==> config.mk <==
export PLATFORM = sky130hd
export DESIGN_NAME = first_fit_heap_allocator_top_flat
export DESIGN_NICKNAME = d
export VERILOG_FILES = /design/src/design/ffha_pkg.sv /design/src/design/ffha_if.sv /design/src/design/ffha_table.sv /design/src/design/ffha_ctrl.sv /design/src/design/first_fit_heap_allocator_top.sv /design/src/flat_wrapper.sv
export SDC_FILE = /design/constraint.sdc
export NUM_CORES = 2
export LEC_CHECK = 0
export BUFFER_PORTS_ARGS = -buffer_cell sky130_fd_sc_hd__buf_2
export CAP_MARGIN = 20
export CORE_ASPECT_RATIO = 1.75
export CORE_MARGIN = 4
export CORE_UTILIZATION = 40
export CTS_BUF_LIST = sky130_fd_sc_hd__clkbuf_2 sky130_fd_sc_hd__clkbuf_4 sky130_fd_sc_hd__clkbuf_8
export CTS_CLUSTER_SIZE = 24
export DETAILED_ROUTE_END_ITERATION = 10
export HOLD_SLACK_MARGIN = 0.1
export PLACE_DENSITY = 0.59
export REMOVE_ABC_BUFFERS = 1
export SKIP_CTS_REPAIR_TIMING = 1
export SLEW_MARGIN = 0
export SYNTH_ARGS = -nofsm -noshare
export SYNTH_HDL_FRONTEND = slang
export SYNTH_SLANG_ARGS = --single-unit
==> constraint.sdc <==
create_clock -name i_clk -period 35.2 [get_ports i_clk]
set_input_delay 7.04 -clock i_clk [delete_from_list [all_inputs] [get_ports i_clk]]
set_output_delay 7.04 -clock i_clk [all_outputs]
set_load 0.02 [all_outputs]
==> src/design/ffha_pkg.sv <==
// ----------------------------------------------------------------------------
// ffha_pkg
// Shared constants, codes and types of the first-fit heap allocator.
// ----------------------------------------------------------------------------
`timescale 1ns / 1ps
`default_nettype none

package ffha_pkg;

    localparam int HEAP_BYTES   = 4096;
    localparam int HEADER_BYTES = 24;
    localparam int MAX_BLOCKS   = 128;

    // field widths fixed by the request/response format
    localparam int CMD_W  = 2;
    localparam int SIZE_W = 13;
    localparam int ADDR_W = 12;
    localparam int TOP_W  = 13;
    localparam int STS_W  = 2;
    localparam int SUM_W  = 15;

    localparam int ADDR_LIMIT = 2 ** ADDR_W;
    localparam int IDX_W      = $clog2(MAX_BLOCKS);
    localparam int CNT_W      = $clog2(MAX_BLOCKS + 1);

    typedef enum logic [CMD_W-1:0] {
        CMD_ALLOC = 2'd0,
        CMD_FREE  = 2'd1,
        CMD_RESET = 2'd2
    } t_cmd;

    typedef enum logic [STS_W-1:0] {
        STS_OK      = 2'd0,
        STS_NOMEM   = 2'd1,
        STS_FULL    = 2'd2,
        STS_BADADDR = 2'd3
    } t_status;

    typedef enum logic [2:0] {
        ST_IDLE,
        ST_SCAN_ALLOC,
        ST_SCAN_FREE,
        ST_MERGE,
        ST_RESP
    } t_state;

    typedef struct packed {
        logic [CMD_W-1:0]  command;
        logic [SIZE_W-1:0] request_size;
        logic [ADDR_W-1:0] payload_address;
    } t_req;

    typedef struct packed {
        logic [ADDR_W-1:0] result_address;
        logic [STS_W-1:0]  status;
        logic [TOP_W-1:0]  used_bytes;
    } t_result;

    typedef struct packed {
        logic [ADDR_W-1:0] start;
        logic [SIZE_W-1:0] size;
        logic              is_free;
    } t_entry;

    typedef struct packed {
        logic             rd_en;
        logic [IDX_W-1:0] rd_addr;
        logic             wr_en;
        logic [IDX_W-1:0] wr_addr;
        t_entry           wr_data;
    } t_tbl_req;

endpackage

`default_nettype wire

==> src/design/ffha_if.sv <==
// ----------------------------------------------------------------------------
// ffha_if
// Valid/ready channels for allocator requests and responses.
// ----------------------------------------------------------------------------
`timescale 1ns / 1ps
`default_nettype none

interface ffha_req_if;
    import ffha_pkg::*;

    logic              valid;
    logic              ready;
    logic [CMD_W-1:0]  command;
    logic [SIZE_W-1:0] request_size;
    logic [ADDR_W-1:0] payload_address;

    modport source (output valid, command, request_size, payload_address, input ready);
    modport sink   (input valid, command, request_size, payload_address, output ready);
endinterface

interface ffha_rsp_if;
    import ffha_pkg::*;

    logic              valid;
    logic              ready;
    logic [ADDR_W-1:0] result_address;
    logic [STS_W-1:0]  status;
    logic [TOP_W-1:0]  used_bytes;

    modport source (output valid, result_address, status, used_bytes, input ready);
    modport sink   (input valid, result_address, status, used_bytes, output ready);
endinterface

`default_nettype wire

==> src/design/ffha_table.sv <==
// ----------------------------------------------------------------------------
// ffha_table
// Block table memory: one write port, one registered read port.
// ----------------------------------------------------------------------------
`timescale 1ns / 1ps
`default_nettype none

module ffha_table (
    input  wire logic               i_clk,
    input  wire ffha_pkg::t_tbl_req i_tbl,
    output ffha_pkg::t_entry        o_rd_data
);
    import ffha_pkg::*;

    t_entry r_mem [MAX_BLOCKS];
    t_entry r_rd_data;

    always_ff @(posedge i_clk) begin
        if (i_tbl.wr_en) begin
            r_mem[i_tbl.wr_addr] <= i_tbl.wr_data;
        end
        if (i_tbl.rd_en) begin
            r_rd_data <= r_mem[i_tbl.rd_addr];
        end
    end

    assign o_rd_data = r_rd_data;

endmodule

`default_nettype wire

==> src/design/ffha_ctrl.sv <==
// ----------------------------------------------------------------------------
// ffha_ctrl
// Sequencer that walks the block table through one shared adder/compare:
// first-fit search, free lookup, forward coalescing and top carving.
// ----------------------------------------------------------------------------
`timescale 1ns / 1ps
`default_nettype none

module ffha_ctrl (
    input  wire logic               i_clk,
    input  wire logic               i_rst_n,
    input  wire logic               i_start,
    input  wire ffha_pkg::t_req     i_req,
    output logic                    o_idle,
    output logic                    o_done,
    output ffha_pkg::t_result       o_res,
    input  wire logic               i_rsp_free,
    output ffha_pkg::t_tbl_req      o_tbl,
    input  wire ffha_pkg::t_entry   i_rd
);
    import ffha_pkg::*;

    t_state              r_state, n_state;
    logic [SIZE_W-1:0]   r_want, n_want;
    logic [ADDR_W-1:0]   r_addr, n_addr;
    logic [CNT_W-1:0]    r_idx, n_idx;
    logic                r_pend, n_pend;
    logic [IDX_W-1:0]    r_pidx, n_pidx;
    logic [IDX_W-1:0]    r_hit, n_hit;
    logic [ADDR_W-1:0]   r_hstart, n_hstart;
    logic [SIZE_W-1:0]   r_acc, n_acc;
    logic [CNT_W-1:0]    r_count, n_count;
    logic [TOP_W-1:0]    r_top, n_top;
    t_result             r_res, n_res;
    logic [MAX_BLOCKS-1:0] r_live;

    // shared adder: opa + opb + header
    logic [TOP_W-1:0]  w_opa;
    logic [SIZE_W-1:0] w_opb;
    logic [SUM_W-1:0]  w_sum;

    logic              w_more;
    logic              w_step;
    logic              w_live_set;
    logic              w_live_clr;
    logic              w_live_clr_all;
    logic [IDX_W-1:0]  w_live_idx;
    logic              w_pend_live;

    assign w_sum       = SUM_W'(w_opa) + SUM_W'(w_opb) + SUM_W'(HEADER_BYTES);
    assign w_more      = (r_idx < r_count);
    assign w_pend_live = r_pend && r_live[r_pidx];

    always_comb begin
        w_opa = '0;
        w_opb = '0;
        unique case (r_state)
            ST_SCAN_ALLOC: begin
                if (r_pend) begin
                    w_opa = TOP_W'(i_rd.start);
                end else begin
                    w_opa = r_top;
                    w_opb = r_want;
                end
            end
            ST_SCAN_FREE: w_opa = TOP_W'(i_rd.start);
            ST_MERGE: begin
                w_opa = r_acc;
                w_opb = i_rd.size;
            end
            ST_IDLE, ST_RESP: begin
                w_opa = '0;
            end
        endcase
    end

    always_comb begin
        n_state  = r_state;
        n_want   = r_want;
        n_addr   = r_addr;
        n_idx    = r_idx;
        n_pend   = r_pend;
        n_pidx   = r_pidx;
        n_hit    = r_hit;
        n_hstart = r_hstart;
        n_acc    = r_acc;
        n_count  = r_count;
        n_top    = r_top;
        n_res    = r_res;
        o_tbl    = '0;
        o_done   = 1'b0;
        w_step   = 1'b0;
        w_live_set     = 1'b0;
        w_live_clr     = 1'b0;
        w_live_clr_all = 1'b0;
        w_live_idx     = r_pidx;

        unique case (r_state)
            ST_IDLE: begin
                if (i_start) begin
                    n_want = i_req.request_size;
                    n_addr = i_req.payload_address;
                    n_idx  = '0;
                    n_pend = 1'b0;
                    n_res  = '{result_address: '0, status: STS_OK, used_bytes: r_top};
                    unique case (i_req.command)
                        CMD_ALLOC: n_state = ST_SCAN_ALLOC;
                        CMD_FREE: begin
                            if (i_req.payload_address == '0) begin
                                n_state = ST_RESP;
                            end else begin
                                n_state = ST_SCAN_FREE;
                            end
                        end
                        CMD_RESET: begin
                            w_live_clr_all = 1'b1;
                            n_count = '0;
                            n_top   = '0;
                            n_res.used_bytes = '0;
                            n_state = ST_RESP;
                        end
                        default: n_state = ST_RESP;
                    endcase
                end
            end

            ST_SCAN_ALLOC: begin
                if (w_pend_live && i_rd.is_free && (i_rd.size >= r_want)) begin
                    // first fit: reuse as is, no split
                    o_tbl.wr_en   = 1'b1;
                    o_tbl.wr_addr = r_pidx;
                    o_tbl.wr_data = '{start: i_rd.start, size: i_rd.size, is_free: 1'b0};
                    n_res = '{result_address: w_sum[ADDR_W-1:0], status: STS_OK,
                              used_bytes: r_top};
                    n_pend  = 1'b0;
                    n_state = ST_RESP;
                end else if (!r_pend && !w_more) begin
                    // nothing fits: carve at the top, or fail with no memory or a full table
                    n_state = ST_RESP;
                    if ((w_sum > SUM_W'(HEAP_BYTES)) ||
                        (r_top >= TOP_W'(ADDR_LIMIT - HEADER_BYTES))) begin
                        n_res = '{result_address: '0, status: STS_NOMEM, used_bytes: r_top};
                    end else if (r_count >= CNT_W'(MAX_BLOCKS)) begin
                        n_res = '{result_address: '0, status: STS_FULL, used_bytes: r_top};
                    end else begin
                        o_tbl.wr_en   = 1'b1;
                        o_tbl.wr_addr = r_count[IDX_W-1:0];
                        o_tbl.wr_data = '{start: r_top[ADDR_W-1:0], size: r_want,
                                          is_free: 1'b0};
                        w_live_set = 1'b1;
                        w_live_idx = r_count[IDX_W-1:0];
                        n_count = r_count + CNT_W'(1);
                        n_top   = w_sum[TOP_W-1:0];
                        n_res = '{result_address: ADDR_W'(SUM_W'(r_top) + SUM_W'(HEADER_BYTES)),
                                  status: STS_OK, used_bytes: w_sum[TOP_W-1:0]};
                    end
                end else begin
                    w_step = 1'b1;
                end
            end

            ST_SCAN_FREE: begin
                if (w_pend_live && (w_sum == SUM_W'(r_addr))) begin
                    n_hit    = r_pidx;
                    n_hstart = i_rd.start;
                    n_acc    = i_rd.size;
                    n_idx    = CNT_W'(r_pidx) + CNT_W'(1);
                    n_pend   = 1'b0;
                    n_state  = ST_MERGE;
                end else if (!r_pend && !w_more) begin
                    n_res = '{result_address: '0, status: STS_BADADDR, used_bytes: r_top};
                    n_state = ST_RESP;
                end else begin
                    w_step = 1'b1;
                end
            end

            ST_MERGE: begin
                if ((w_pend_live && !i_rd.is_free) || (!r_pend && !w_more)) begin
                    // run of free successors ended: write the merged block back
                    o_tbl.wr_en   = 1'b1;
                    o_tbl.wr_addr = r_hit;
                    o_tbl.wr_data = '{start: r_hstart, size: r_acc, is_free: 1'b1};
                    n_res = '{result_address: '0, status: STS_OK, used_bytes: r_top};
                    n_pend  = 1'b0;
                    n_state = ST_RESP;
                end else begin
                    if (w_pend_live) begin
                        n_acc      = w_sum[SIZE_W-1:0];
                        w_live_clr = 1'b1;
                    end
                    w_step = 1'b1;
                end
            end

            ST_RESP: begin
                if (i_rsp_free) begin
                    o_done  = 1'b1;
                    n_state = ST_IDLE;
                end
            end
        endcase

        // pipelined table walk: issue next entry, inspect it in the next cycle
        if (w_step) begin
            if (w_more) begin
                o_tbl.rd_en   = 1'b1;
                o_tbl.rd_addr = r_idx[IDX_W-1:0];
                n_pend = 1'b1;
                n_pidx = r_idx[IDX_W-1:0];
                n_idx  = r_idx + CNT_W'(1);
            end else begin
                n_pend = 1'b0;
            end
        end
    end

    always_ff @(posedge i_clk) begin
        if (!i_rst_n) begin
            r_state <= ST_IDLE;
            r_pend  <= 1'b0;
            r_count <= '0;
            r_top   <= '0;
            r_live  <= '0;
        end else begin
            r_state <= n_state;
            r_pend  <= n_pend;
            r_count <= n_count;
            r_top   <= n_top;
            if (w_live_clr_all) begin
                r_live <= '0;
            end else if (w_live_set) begin
                r_live[w_live_idx] <= 1'b1;
            end else if (w_live_clr) begin
                r_live[w_live_idx] <= 1'b0;
            end
        end
    end

    always_ff @(posedge i_clk) begin
        r_want   <= n_want;
        r_addr   <= n_addr;
        r_idx    <= n_idx;
        r_pidx   <= n_pidx;
        r_hit    <= n_hit;
        r_hstart <= n_hstart;
        r_acc    <= n_acc;
        r_res    <= n_res;
    end

    assign o_idle = (r_state == ST_IDLE);
    assign o_res  = r_res;

endmodule

`default_nettype wire

==> src/design/first_fit_heap_allocator_top.sv <==
// ----------------------------------------------------------------------------
// first_fit_heap_allocator_top
// Allocate and free walk the table slots in use; reset, a null free and unused
// commands answer without a walk.
// One request at a time, one table entry read per cycle; ready comes back as the
// response appears, unless an unread response still holds the output register.
// Synchronous reset clears heap top, slot count and live bits; no sweep.
// ----------------------------------------------------------------------------
`timescale 1ns / 1ps
`default_nettype none

module first_fit_heap_allocator_top (
    input  wire logic   i_clk,
    input  wire logic   i_rst_n,
    ffha_req_if.sink    i_req,
    ffha_rsp_if.source  o_rsp
);
    import ffha_pkg::*;

    t_req     w_req;
    t_result  w_res;
    t_tbl_req w_tbl;
    t_entry   w_rd;
    logic     w_idle;
    logic     w_done;
    logic     w_accept;
    logic     w_rsp_free;

    logic     r_valid;
    t_result  r_out;

    assign w_req = '{command: i_req.command, request_size: i_req.request_size,
                     payload_address: i_req.payload_address};
    assign i_req.ready = w_idle;
    assign w_accept    = i_req.valid && w_idle;
    assign w_rsp_free  = !r_valid || o_rsp.ready;

    ffha_ctrl u_ctrl (
        .i_clk      (i_clk),
        .i_rst_n    (i_rst_n),
        .i_start    (w_accept),
        .i_req      (w_req),
        .o_idle     (w_idle),
        .o_done     (w_done),
        .o_res      (w_res),
        .i_rsp_free (w_rsp_free),
        .o_tbl      (w_tbl),
        .i_rd       (w_rd)
    );

    ffha_table u_table (
        .i_clk     (i_clk),
        .i_tbl     (w_tbl),
        .o_rd_data (w_rd)
    );

    always_ff @(posedge i_clk) begin
        if (!i_rst_n) begin
            r_valid <= 1'b0;
        end else if (w_done) begin
            r_valid <= 1'b1;
        end else if (o_rsp.ready) begin
            r_valid <= 1'b0;
        end
    end

    always_ff @(posedge i_clk) begin
        if (w_done) begin
            r_out <= w_res;
        end
    end

    assign o_rsp.valid          = r_valid;
    assign o_rsp.result_address = r_out.result_address;
    assign o_rsp.status         = r_out.status;
    assign o_rsp.used_bytes     = r_out.used_bytes;

    // any failure carries a null address
    a_fail_null: assert property (@(posedge i_clk) disable iff (!i_rst_n)
        (o_rsp.valid && (o_rsp.status != STS_OK)) |-> (o_rsp.result_address == '0))
        else $error("failed request returned nonzero address");

    // heap top stays inside the heap
    a_top_bound: assert property (@(posedge i_clk) disable iff (!i_rst_n)
        o_rsp.valid |-> (o_rsp.used_bytes <= TOP_W'(HEAP_BYTES)))
        else $error("heap top beyond heap size");

    // a granted address always lies past a header
    a_addr_hdr: assert property (@(posedge i_clk) disable iff (!i_rst_n)
        (o_rsp.valid && (o_rsp.result_address != '0)) |->
            (o_rsp.result_address >= ADDR_W'(HEADER_BYTES)))
        else $error("payload address inside a header");

    // a new request never completes in the cycle it is taken
    a_no_early: assert property (@(posedge i_clk) disable iff (!i_rst_n)
        w_accept |-> !w_done)
        else $error("response produced too early");

endmodule

`default_nettype wire

==> src/flat_wrapper.sv <==
// flat-port wrapper written by rule: the top's interface ports become plain ports
module first_fit_heap_allocator_top_flat import ffha_pkg::*;
  (i_clk, i_rst_n, i_req_valid, i_req_command, i_req_request_size, i_req_payload_address, i_req_ready, o_rsp_valid, o_rsp_result_address, o_rsp_status, o_rsp_used_bytes, o_rsp_ready);
  ffha_req_if i_req_i ();
  ffha_rsp_if o_rsp_i ();
  input  wire logic i_clk;
  input  wire logic i_rst_n;
  input wire logic [$bits(i_req_i.valid)-1:0] i_req_valid;
  input wire logic [$bits(i_req_i.command)-1:0] i_req_command;
  input wire logic [$bits(i_req_i.request_size)-1:0] i_req_request_size;
  input wire logic [$bits(i_req_i.payload_address)-1:0] i_req_payload_address;
  output wire logic [$bits(i_req_i.ready)-1:0] i_req_ready;
  output wire logic [$bits(o_rsp_i.valid)-1:0] o_rsp_valid;
  output wire logic [$bits(o_rsp_i.result_address)-1:0] o_rsp_result_address;
  output wire logic [$bits(o_rsp_i.status)-1:0] o_rsp_status;
  output wire logic [$bits(o_rsp_i.used_bytes)-1:0] o_rsp_used_bytes;
  input wire logic [$bits(o_rsp_i.ready)-1:0] o_rsp_ready;
  assign i_req_i.valid = i_req_valid;
  assign i_req_i.command = i_req_command;
  assign i_req_i.request_size = i_req_request_size;
  assign i_req_i.payload_address = i_req_payload_address;
  assign i_req_ready = i_req_i.ready;
  assign o_rsp_valid = o_rsp_i.valid;
  assign o_rsp_result_address = o_rsp_i.result_address;
  assign o_rsp_status = o_rsp_i.status;
  assign o_rsp_used_bytes = o_rsp_i.used_bytes;
  assign o_rsp_i.ready = o_rsp_ready;
  first_fit_heap_allocator_top u_core (.i_clk(i_clk), .i_rst_n(i_rst_n), .i_req(i_req_i), .o_rsp(o_rsp_i));
endmodule
# Word-level counts from Yosys, hierarchy flattened
# Memory sizes are Yosys's and may differ from the RTL's. A register that Yosys moved wholly into a read port is not among the register bits.
# Index checks and enable logic that the tools add are counted.
dict set report word_totals {
  in_bits 31
  n_memories 1
  ff_bits 280
  ramBits 3328
}
dict set report op_classes {
  n_mux 93
  order_cmp 8
  eq_ne 25
  addsub 6
  n_reduce_logical 35
  n_bitwise 4
}
# memory words word_bits rd rd_ports_with_merged_regs wr line
set mem_list {}
lappend mem_list {u_core.u_table.r_mem 128 26 1 1 1 ffha_table.sv:15} ;# t_entry r_mem [MAX_BLOCKS];
# cell n
set ops {}
lappend ops {{$mux W128} 2}
lappend ops {{$mux W27} 8}
lappend ops {{$mux W34} 5}
lappend ops {{$mux W13} 11}
lappend ops {{$and A128 B128 Y128} 1}
lappend ops {{$not A128 Y128} 1}
lappend ops {{$or A128 B128 Y128} 1}
lappend ops {{$pmux W27 S4} 1}
lappend ops {{$mux W8} 12}
lappend ops {{$pmux W13 S2} 3}
lappend ops {{$pmux W34 S2} 1}
lappend ops {{$pmux W13 S4} 1}
lappend ops {{$mux W7} 5}
lappend ops {{$pmux W8 S2} 2}
lappend ops {{$mux W1} 29}
lappend ops {{$ne A2 B2 Y1 const B} 13}
lappend ops {{$mux W3} 7}
lappend ops {{$add A8 B1 Y8 const B} 2}
lappend ops {{$lt A7 B8 Y1 const B} 2}
lappend ops {{$add A15 B5 Y15 const B} 1}
lappend ops {{$eq A15 B12 Y1} 1}
lappend ops {{$gt A15 B13 Y1 const B} 1}
lappend ops {{$ne A3 B3 Y1 const B} 5}
lappend ops {{$pmux W3 S5} 1}
lappend ops {{other kinds (35)} 55}

# Longest topological paths before layout
dict set report depth {
  ltp_word 19
  ltp_mapped 35
}

# Cells and area by module
# From an unflattened synthesis, not the netlist that was laid out.
dict set report hier_totals {
  cells_unflattened 6760
  area_unflattened_um2 144361.0
}
# module cells_each instances area_per_inst_um2 seq_area_each_um2
set modules_own_cells {}
lappend modules_own_cells {ffha_table 4902 1 127358.4 100716.6}
lappend modules_own_cells {ffha_ctrl 1826 1 16136.7 5955.7}
lappend modules_own_cells {first_fit_heap_allocator_top 32 1 865.8 830.8}

# Worst setup path before layout
# OpenSTA, ideal clock, no wires.
dict set report synth_timing {
  path_type {flip-flop to flip-flop}
  startpoint {reg u_core.u_ctrl.r_state[0]}
  endpoint {mem u_core.u_table.r_mem[0][14] (netlist bit) (data pin)}
  n_path_buf 4
  slack_ps 23444
  arrival_time_ps 10559
  stages_incl_launch_ff 22
  setup_time_ps 1197
  cell_sequence {dfxtp_1 clkbuf_1 clkbuf_1 mux2_2 o211ai_1 o21ai_0 ha_1 a211oi_1 nor2_1 xor2_1 inv_1 ha_1 or4_1 clkbuf_1 or3_1 buf_2 o21a_1 a2111oi_0 o211ai_1 nor3_2 nor2_1 o21ai_0}
}
# item line
set synth_lines {}
lappend synth_lines {{from (decl)} ffha_ctrl.sv:23} ;# t_state r_state, n_state;
lappend synth_lines {{from (signal assigned)} ffha_ctrl.sv:226} ;# r_state <= n_state;
lappend synth_lines {{to (decl)} ffha_table.sv:15}

# Worst setup path in the final report
dict set report layout_timing {
  startpoint {reg u_core.u_ctrl.r_state[2]}
  endpoint {reg u_core.u_table.o_rd_data[15] (netlist name)}
}
dict set report layout_via {
  elab_chain_len 10
}
# item line
set layout_lines {}
lappend layout_lines {{$eq A3 B3 Y1 / $logic_not A3 Y1 (equally long branches)} ffha_ctrl.sv:57} ;# unique case (r_state)
lappend layout_lines {{$reduce_or A2 Y1} ffha_ctrl.sv:57}
lappend layout_lines {{$pmux W13 S4} ffha_ctrl.sv:57}
lappend layout_lines {{$add A13 B13 Y14} ffha_ctrl.sv:50} ;# assign w_sum = SUM_W'(w_opa) + SUM_W'(w_opb) + SUM_W'(HEADER_BYTES);
lappend layout_lines {{$add A15 B5 Y15} ffha_ctrl.sv:50}
lappend layout_lines {{$eq A15 B12 Y1} ffha_ctrl.sv:163} ;# if (w_pend_live && (w_sum == SUM_W'(r_addr))) begin
lappend layout_lines {{$logic_and A1 B1 Y1} ffha_ctrl.sv:163}
lappend layout_lines {{$mux W1} ffha_ctrl.sv:163}
lappend layout_lines {{$pmux W1 S3 (*)} ffha_ctrl.sv:98} ;# unique case (r_state)
lappend layout_lines {{$mux W8 (*)} ffha_ctrl.sv:205} ;# if (w_step) begin
# Every way passes the cells marked *; elsewhere a longest branch is shown, timed or not.
# A chain may end at the register's enable or synchronous reset.

==> results.toml <==
[global_routing]
grt_overflow = 0
pin_count_of_the_biggest_net_entering_global_routing = 125
grt_first_pass_wirelength_um = 789200
grt_antenna_before_repair = 58
gr-usage-all-layers = 0.2986
vias_in_the_first_global_route = 97210

[finish]
post_route_cells_drive_above_1_share = 0.1542
layout_commonest_cell = "sky130_fd_sc_hd__edfxtp_1"
top_library_cells_by_usage_in_the_layout_fill_and_taps_aside = "sky130_fd_sc_hd__edfxtp_1 (3,472), sky130_fd_sc_hd__nand2_1 (1,281), sky130_fd_sc_hd__mux2i_1 (628)"
fin_nets = 10700
areaGrowthSynthToFinish_pct = 12.61
fill_cells = 32310
final_cell_area_um2 = 165600

[cts]
clock_path_buffers = 4
cts-root-buf = "sky130_fd_sc_hd__clkbuf_8"
clock_insertion_delay_worst_skew_ns = 1.10
clock_tree_from_tritoncts = "built"
clock_sink_count = 3634
clk_transition_reported_paths_ns = 0.07
cts.htree.levels = 6
number_of_buffers_inserted_during_clock_tree_synthesis = 522

[sta]
unrepaired_setup_endpoints_after_global_routing = "false"
period_needed_ns = 12.72
min_period_over_period = 0.3613
slew_headroom = -0.1259
worst_hold_slack_ns = 0.4226
max_slew.worst_pin.slew_ns = 1.689
setup_viol_count_final = 0
slew_limit_fails = 1
fin_skew_ns = 0.07133
hold_viol_final = 0
worst_slack_ns = 22.48
clock.fmax_mhz = 78.64

[detailed_routing]
drt.antenna.violating_nets = 0
drcViolationCount = 0
vias = 100500
wl_per_cell_um = 36.25
totalWireLength_um = 578100
post_drt_via_cell_ratio = 6.302
drtIter0Drc = 13920
drt_pre_antenna_iters = 6

[logic_synthesis]
synth_seq_cells = 3634
synthesis.instances = 10310
postSynthAreaPerCell_um2 = 14.26
synthesis.yosys.warnings = 0
synth-main-ff-cell = "sky130_fd_sc_hd__edfxtp_1"
synthDistinctLibCells = 99
mappedNetlistArea_um2 = 147100
synth-edff-count = 3472
ys_async_sr_fraction = 0
seq_area_frac_synth = 0.7310

[placement]
finalWeightedCongestion = 0.9808
port-buffer-count = 59
dpl_cell_area_um2 = 155100
placement.setup.worst_slack_ns = 22.77
hpwl_um = 345700

[power]
p_leak_nw = 52.40
swShare = 0.2652
power-per-cell-area_nw_per_um2 = 54.65
pwr-share-clk = 0.365
netSwitchingPower_mw = 2.400
pwr-share-comb = 0.108
internal-power_mw = 6.650
power_frac_seq = 0.527
vdd_ir_drop_max_uv = 34.27

[run_status]
failed_checks = "slew limit"
outcome = "finished, violations left"

[floorplan]
fp-row-count = 294
die_width_um = 466.3
design.portCount = 60
die_height_um = 810.1
design.core.area_um2 = 366400
dieArea_um2 = 377800
start_util = 0.4014

[worst_hold_path]
hold_path.class = "reg2reg"
min_delay_path_depth = 0

[setup_path]
r2r_cells = 27
timing.critical_path.fanout_max = 56
worst-setup-path-type = "reg2reg"
crit_path_end_kind = "register"
worstSetupStartpointType = "register"
critical_path_required_ns = 35.98
timing.critical_path.arrival_ns = 13.50

[flow_run]
timing.max_cap.violations = 0
==> critical path, stage by stage (launching register included) <==
cell                        delay [ns]
sky130_fd_sc_hd__dfxtp_1          0.33
sky130_fd_sc_hd__buf_4            0.36
sky130_fd_sc_hd__nand2b_1         0.54
sky130_fd_sc_hd__nor2_1           0.13
sky130_fd_sc_hd__buf_4            0.23
sky130_fd_sc_hd__a22o_1           0.22
sky130_fd_sc_hd__ha_1             0.30
sky130_fd_sc_hd__a211oi_1         0.57
sky130_fd_sc_hd__nor2_1           0.13
sky130_fd_sc_hd__xor2_1           0.48
sky130_fd_sc_hd__inv_1            0.19
sky130_fd_sc_hd__ha_1             0.27
sky130_fd_sc_hd__or4_1            0.65
sky130_fd_sc_hd__nor3_2           0.29
sky130_fd_sc_hd__xnor2_1          0.29
sky130_fd_sc_hd__a2111o_1         0.47
sky130_fd_sc_hd__a2111oi_0        0.95
sky130_fd_sc_hd__or4b_1           0.87
sky130_fd_sc_hd__nand2_8          0.52
sky130_fd_sc_hd__buf_4            0.66
sky130_fd_sc_hd__buf_4            0.75
sky130_fd_sc_hd__buf_4            0.76
sky130_fd_sc_hd__mux2i_1          0.25
sky130_fd_sc_hd__o21ai_0          0.11
sky130_fd_sc_hd__o211ai_1         0.41
sky130_fd_sc_hd__a31oi_1          0.37
sky130_fd_sc_hd__a211oi_1         0.97
sky130_fd_sc_hd__a31oi_1          0.10
==> Yosys cell counts (64+ instances only) <==
cell type	number	share of area
sky130_fd_sc_hd__o22ai_1	149	0.0063
sky130_fd_sc_hd__a221oi_1	69	0.0041
sky130_fd_sc_hd__a21oi_1	474	0.016
sky130_fd_sc_hd__buf_1	68	0.0017
sky130_fd_sc_hd__buf_2	179	0.0061
sky130_fd_sc_hd__o221ai_1	232	0.014
sky130_fd_sc_hd__o21ai_0	336	0.011
sky130_fd_sc_hd__mux2i_1	628	0.043
sky130_fd_sc_hd__o211ai_1	68	0.0035
sky130_fd_sc_hd__a22oi_1	89	0.0045
sky130_fd_sc_hd__nor3_1	103	0.0035
sky130_fd_sc_hd__mux2_2	81	0.0062
sky130_fd_sc_hd__a211oi_1	180	0.0092
sky130_fd_sc_hd__nor2_1	657	0.017
sky130_fd_sc_hd__inv_1	64	0.0016
sky130_fd_sc_hd__a31oi_1	213	0.0091
sky130_fd_sc_hd__nand4_1	69	0.0029
sky130_fd_sc_hd__edfxtp_1	3472	0.71
sky130_fd_sc_hd__nand2_1	1311	0.033
sky130_fd_sc_hd__dfxtp_1	162	0.022
sky130_fd_sc_hd__nand3_1	433	0.015
sky130_fd_sc_hd__clkbuf_1	389	0.0099
==> cell type report <==
type	instances	area (µm²)	share of cell area
flip-flops and latches	3634	107500	0.6493
multi-input cells	5901	37440	0.2261
clock buffers	694	8638	0.05217
well taps	4884	6111	0.03690
repair buffers	503	4280	0.02585
clock inverters	207	1204	0.007269
inverters	66	257.7	0.001556
diodes	58	145.1	0.0008765
==> metrics by stage <==
| step | setup TNS [ns] | util | power (mW) | cells |
|---|---|---|---|---|
| finish | 0 | 0.4520 | 9.050 | 15950 |
| global route | 0 | 0.4518 | 9.281 | 15920 |
| CTS | 0 | 0.4501 | 9.040 | 15860 |
| detailed placement | 0 | 0.4233 | 5.797 | 14960 |
| global placement | 0 | 0.4219 | 5.784 | 14930 |
| floorplan | -193.76 | - | 5.867 | 9601 |
==> final timing paths <==
kind / from / to / slack [ns]
max: u_core.u_ctrl.r_state[2] / u_core.u_table.o_rd_data[15] / 22.48
min reg2reg: u_core.u_ctrl.o_res[25] / u_core.o_rsp.result_address[10] / 0.42
min: u_core.u_ctrl.o_res[25] / u_core.o_rsp.result_address[10] / 0.42
max reg2reg: u_core.u_ctrl.r_state[2] / u_core.u_table.o_rd_data[15] / 22.48
==> cells by family (layout without fill, tap and decap cells) <==
family / after synthesis / count (layout) / share of synthesized area
fa+ha+maj: 41 / 41 / 0.003522
flops: 3634 / 3634 / 0.7310
buf+inv: 774 / 1470 / 0.02347
compound gates: 2189 / 2189 / 0.1006
simple gates: 2894 / 2894 / 0.08581
xor+xnor: 44 / 44 / 0.002910
other cells: 0 / 58 / 0
mux: 733 / 733 / 0.05262
==> registers in the layout, summed over array words and instances, names as in the netlist, 12 cells and up, named ones only <==
name / count
u_core.o_rsp.result_address: 12
u_core.o_rsp.used_bytes: 13
u_core.u_ctrl.o_res: 27
u_core.u_ctrl.r_acc: 13
u_core.u_ctrl.r_addr: 12
u_core.u_ctrl.r_hstart: 12
u_core.u_ctrl.r_top: 13
u_core.u_ctrl.r_want: 13
u_core.u_table.o_rd_data: 26
u_core.u_table.r_mem: 3328
==> routing by layer <==
metal,GRT usage,vias to the layer above,share of wire
met1,0.3267,50640,0.32
met4,0.2873,26,0.11
met3,0.07238,2053,0.10
met5,0.003056,-,0.00057
met2,0.4715,7167,0.47
li1,-,40610,-
==> power by group through the flow <==
stage          clock network, mW  logic [mW]  registers [mW]
3_5_place_dp                   0       0.938            4.86
2_1_floorplan                  0       0.894            4.97
5_1_grt                     3.52       0.996            4.77
3_3_place_gp                   0       0.924            4.86
4_1_cts                     3.33       0.940            4.77
6_report                    3.31       0.975            4.77
No activity file was read; power rests on OpenSTA's default activity.
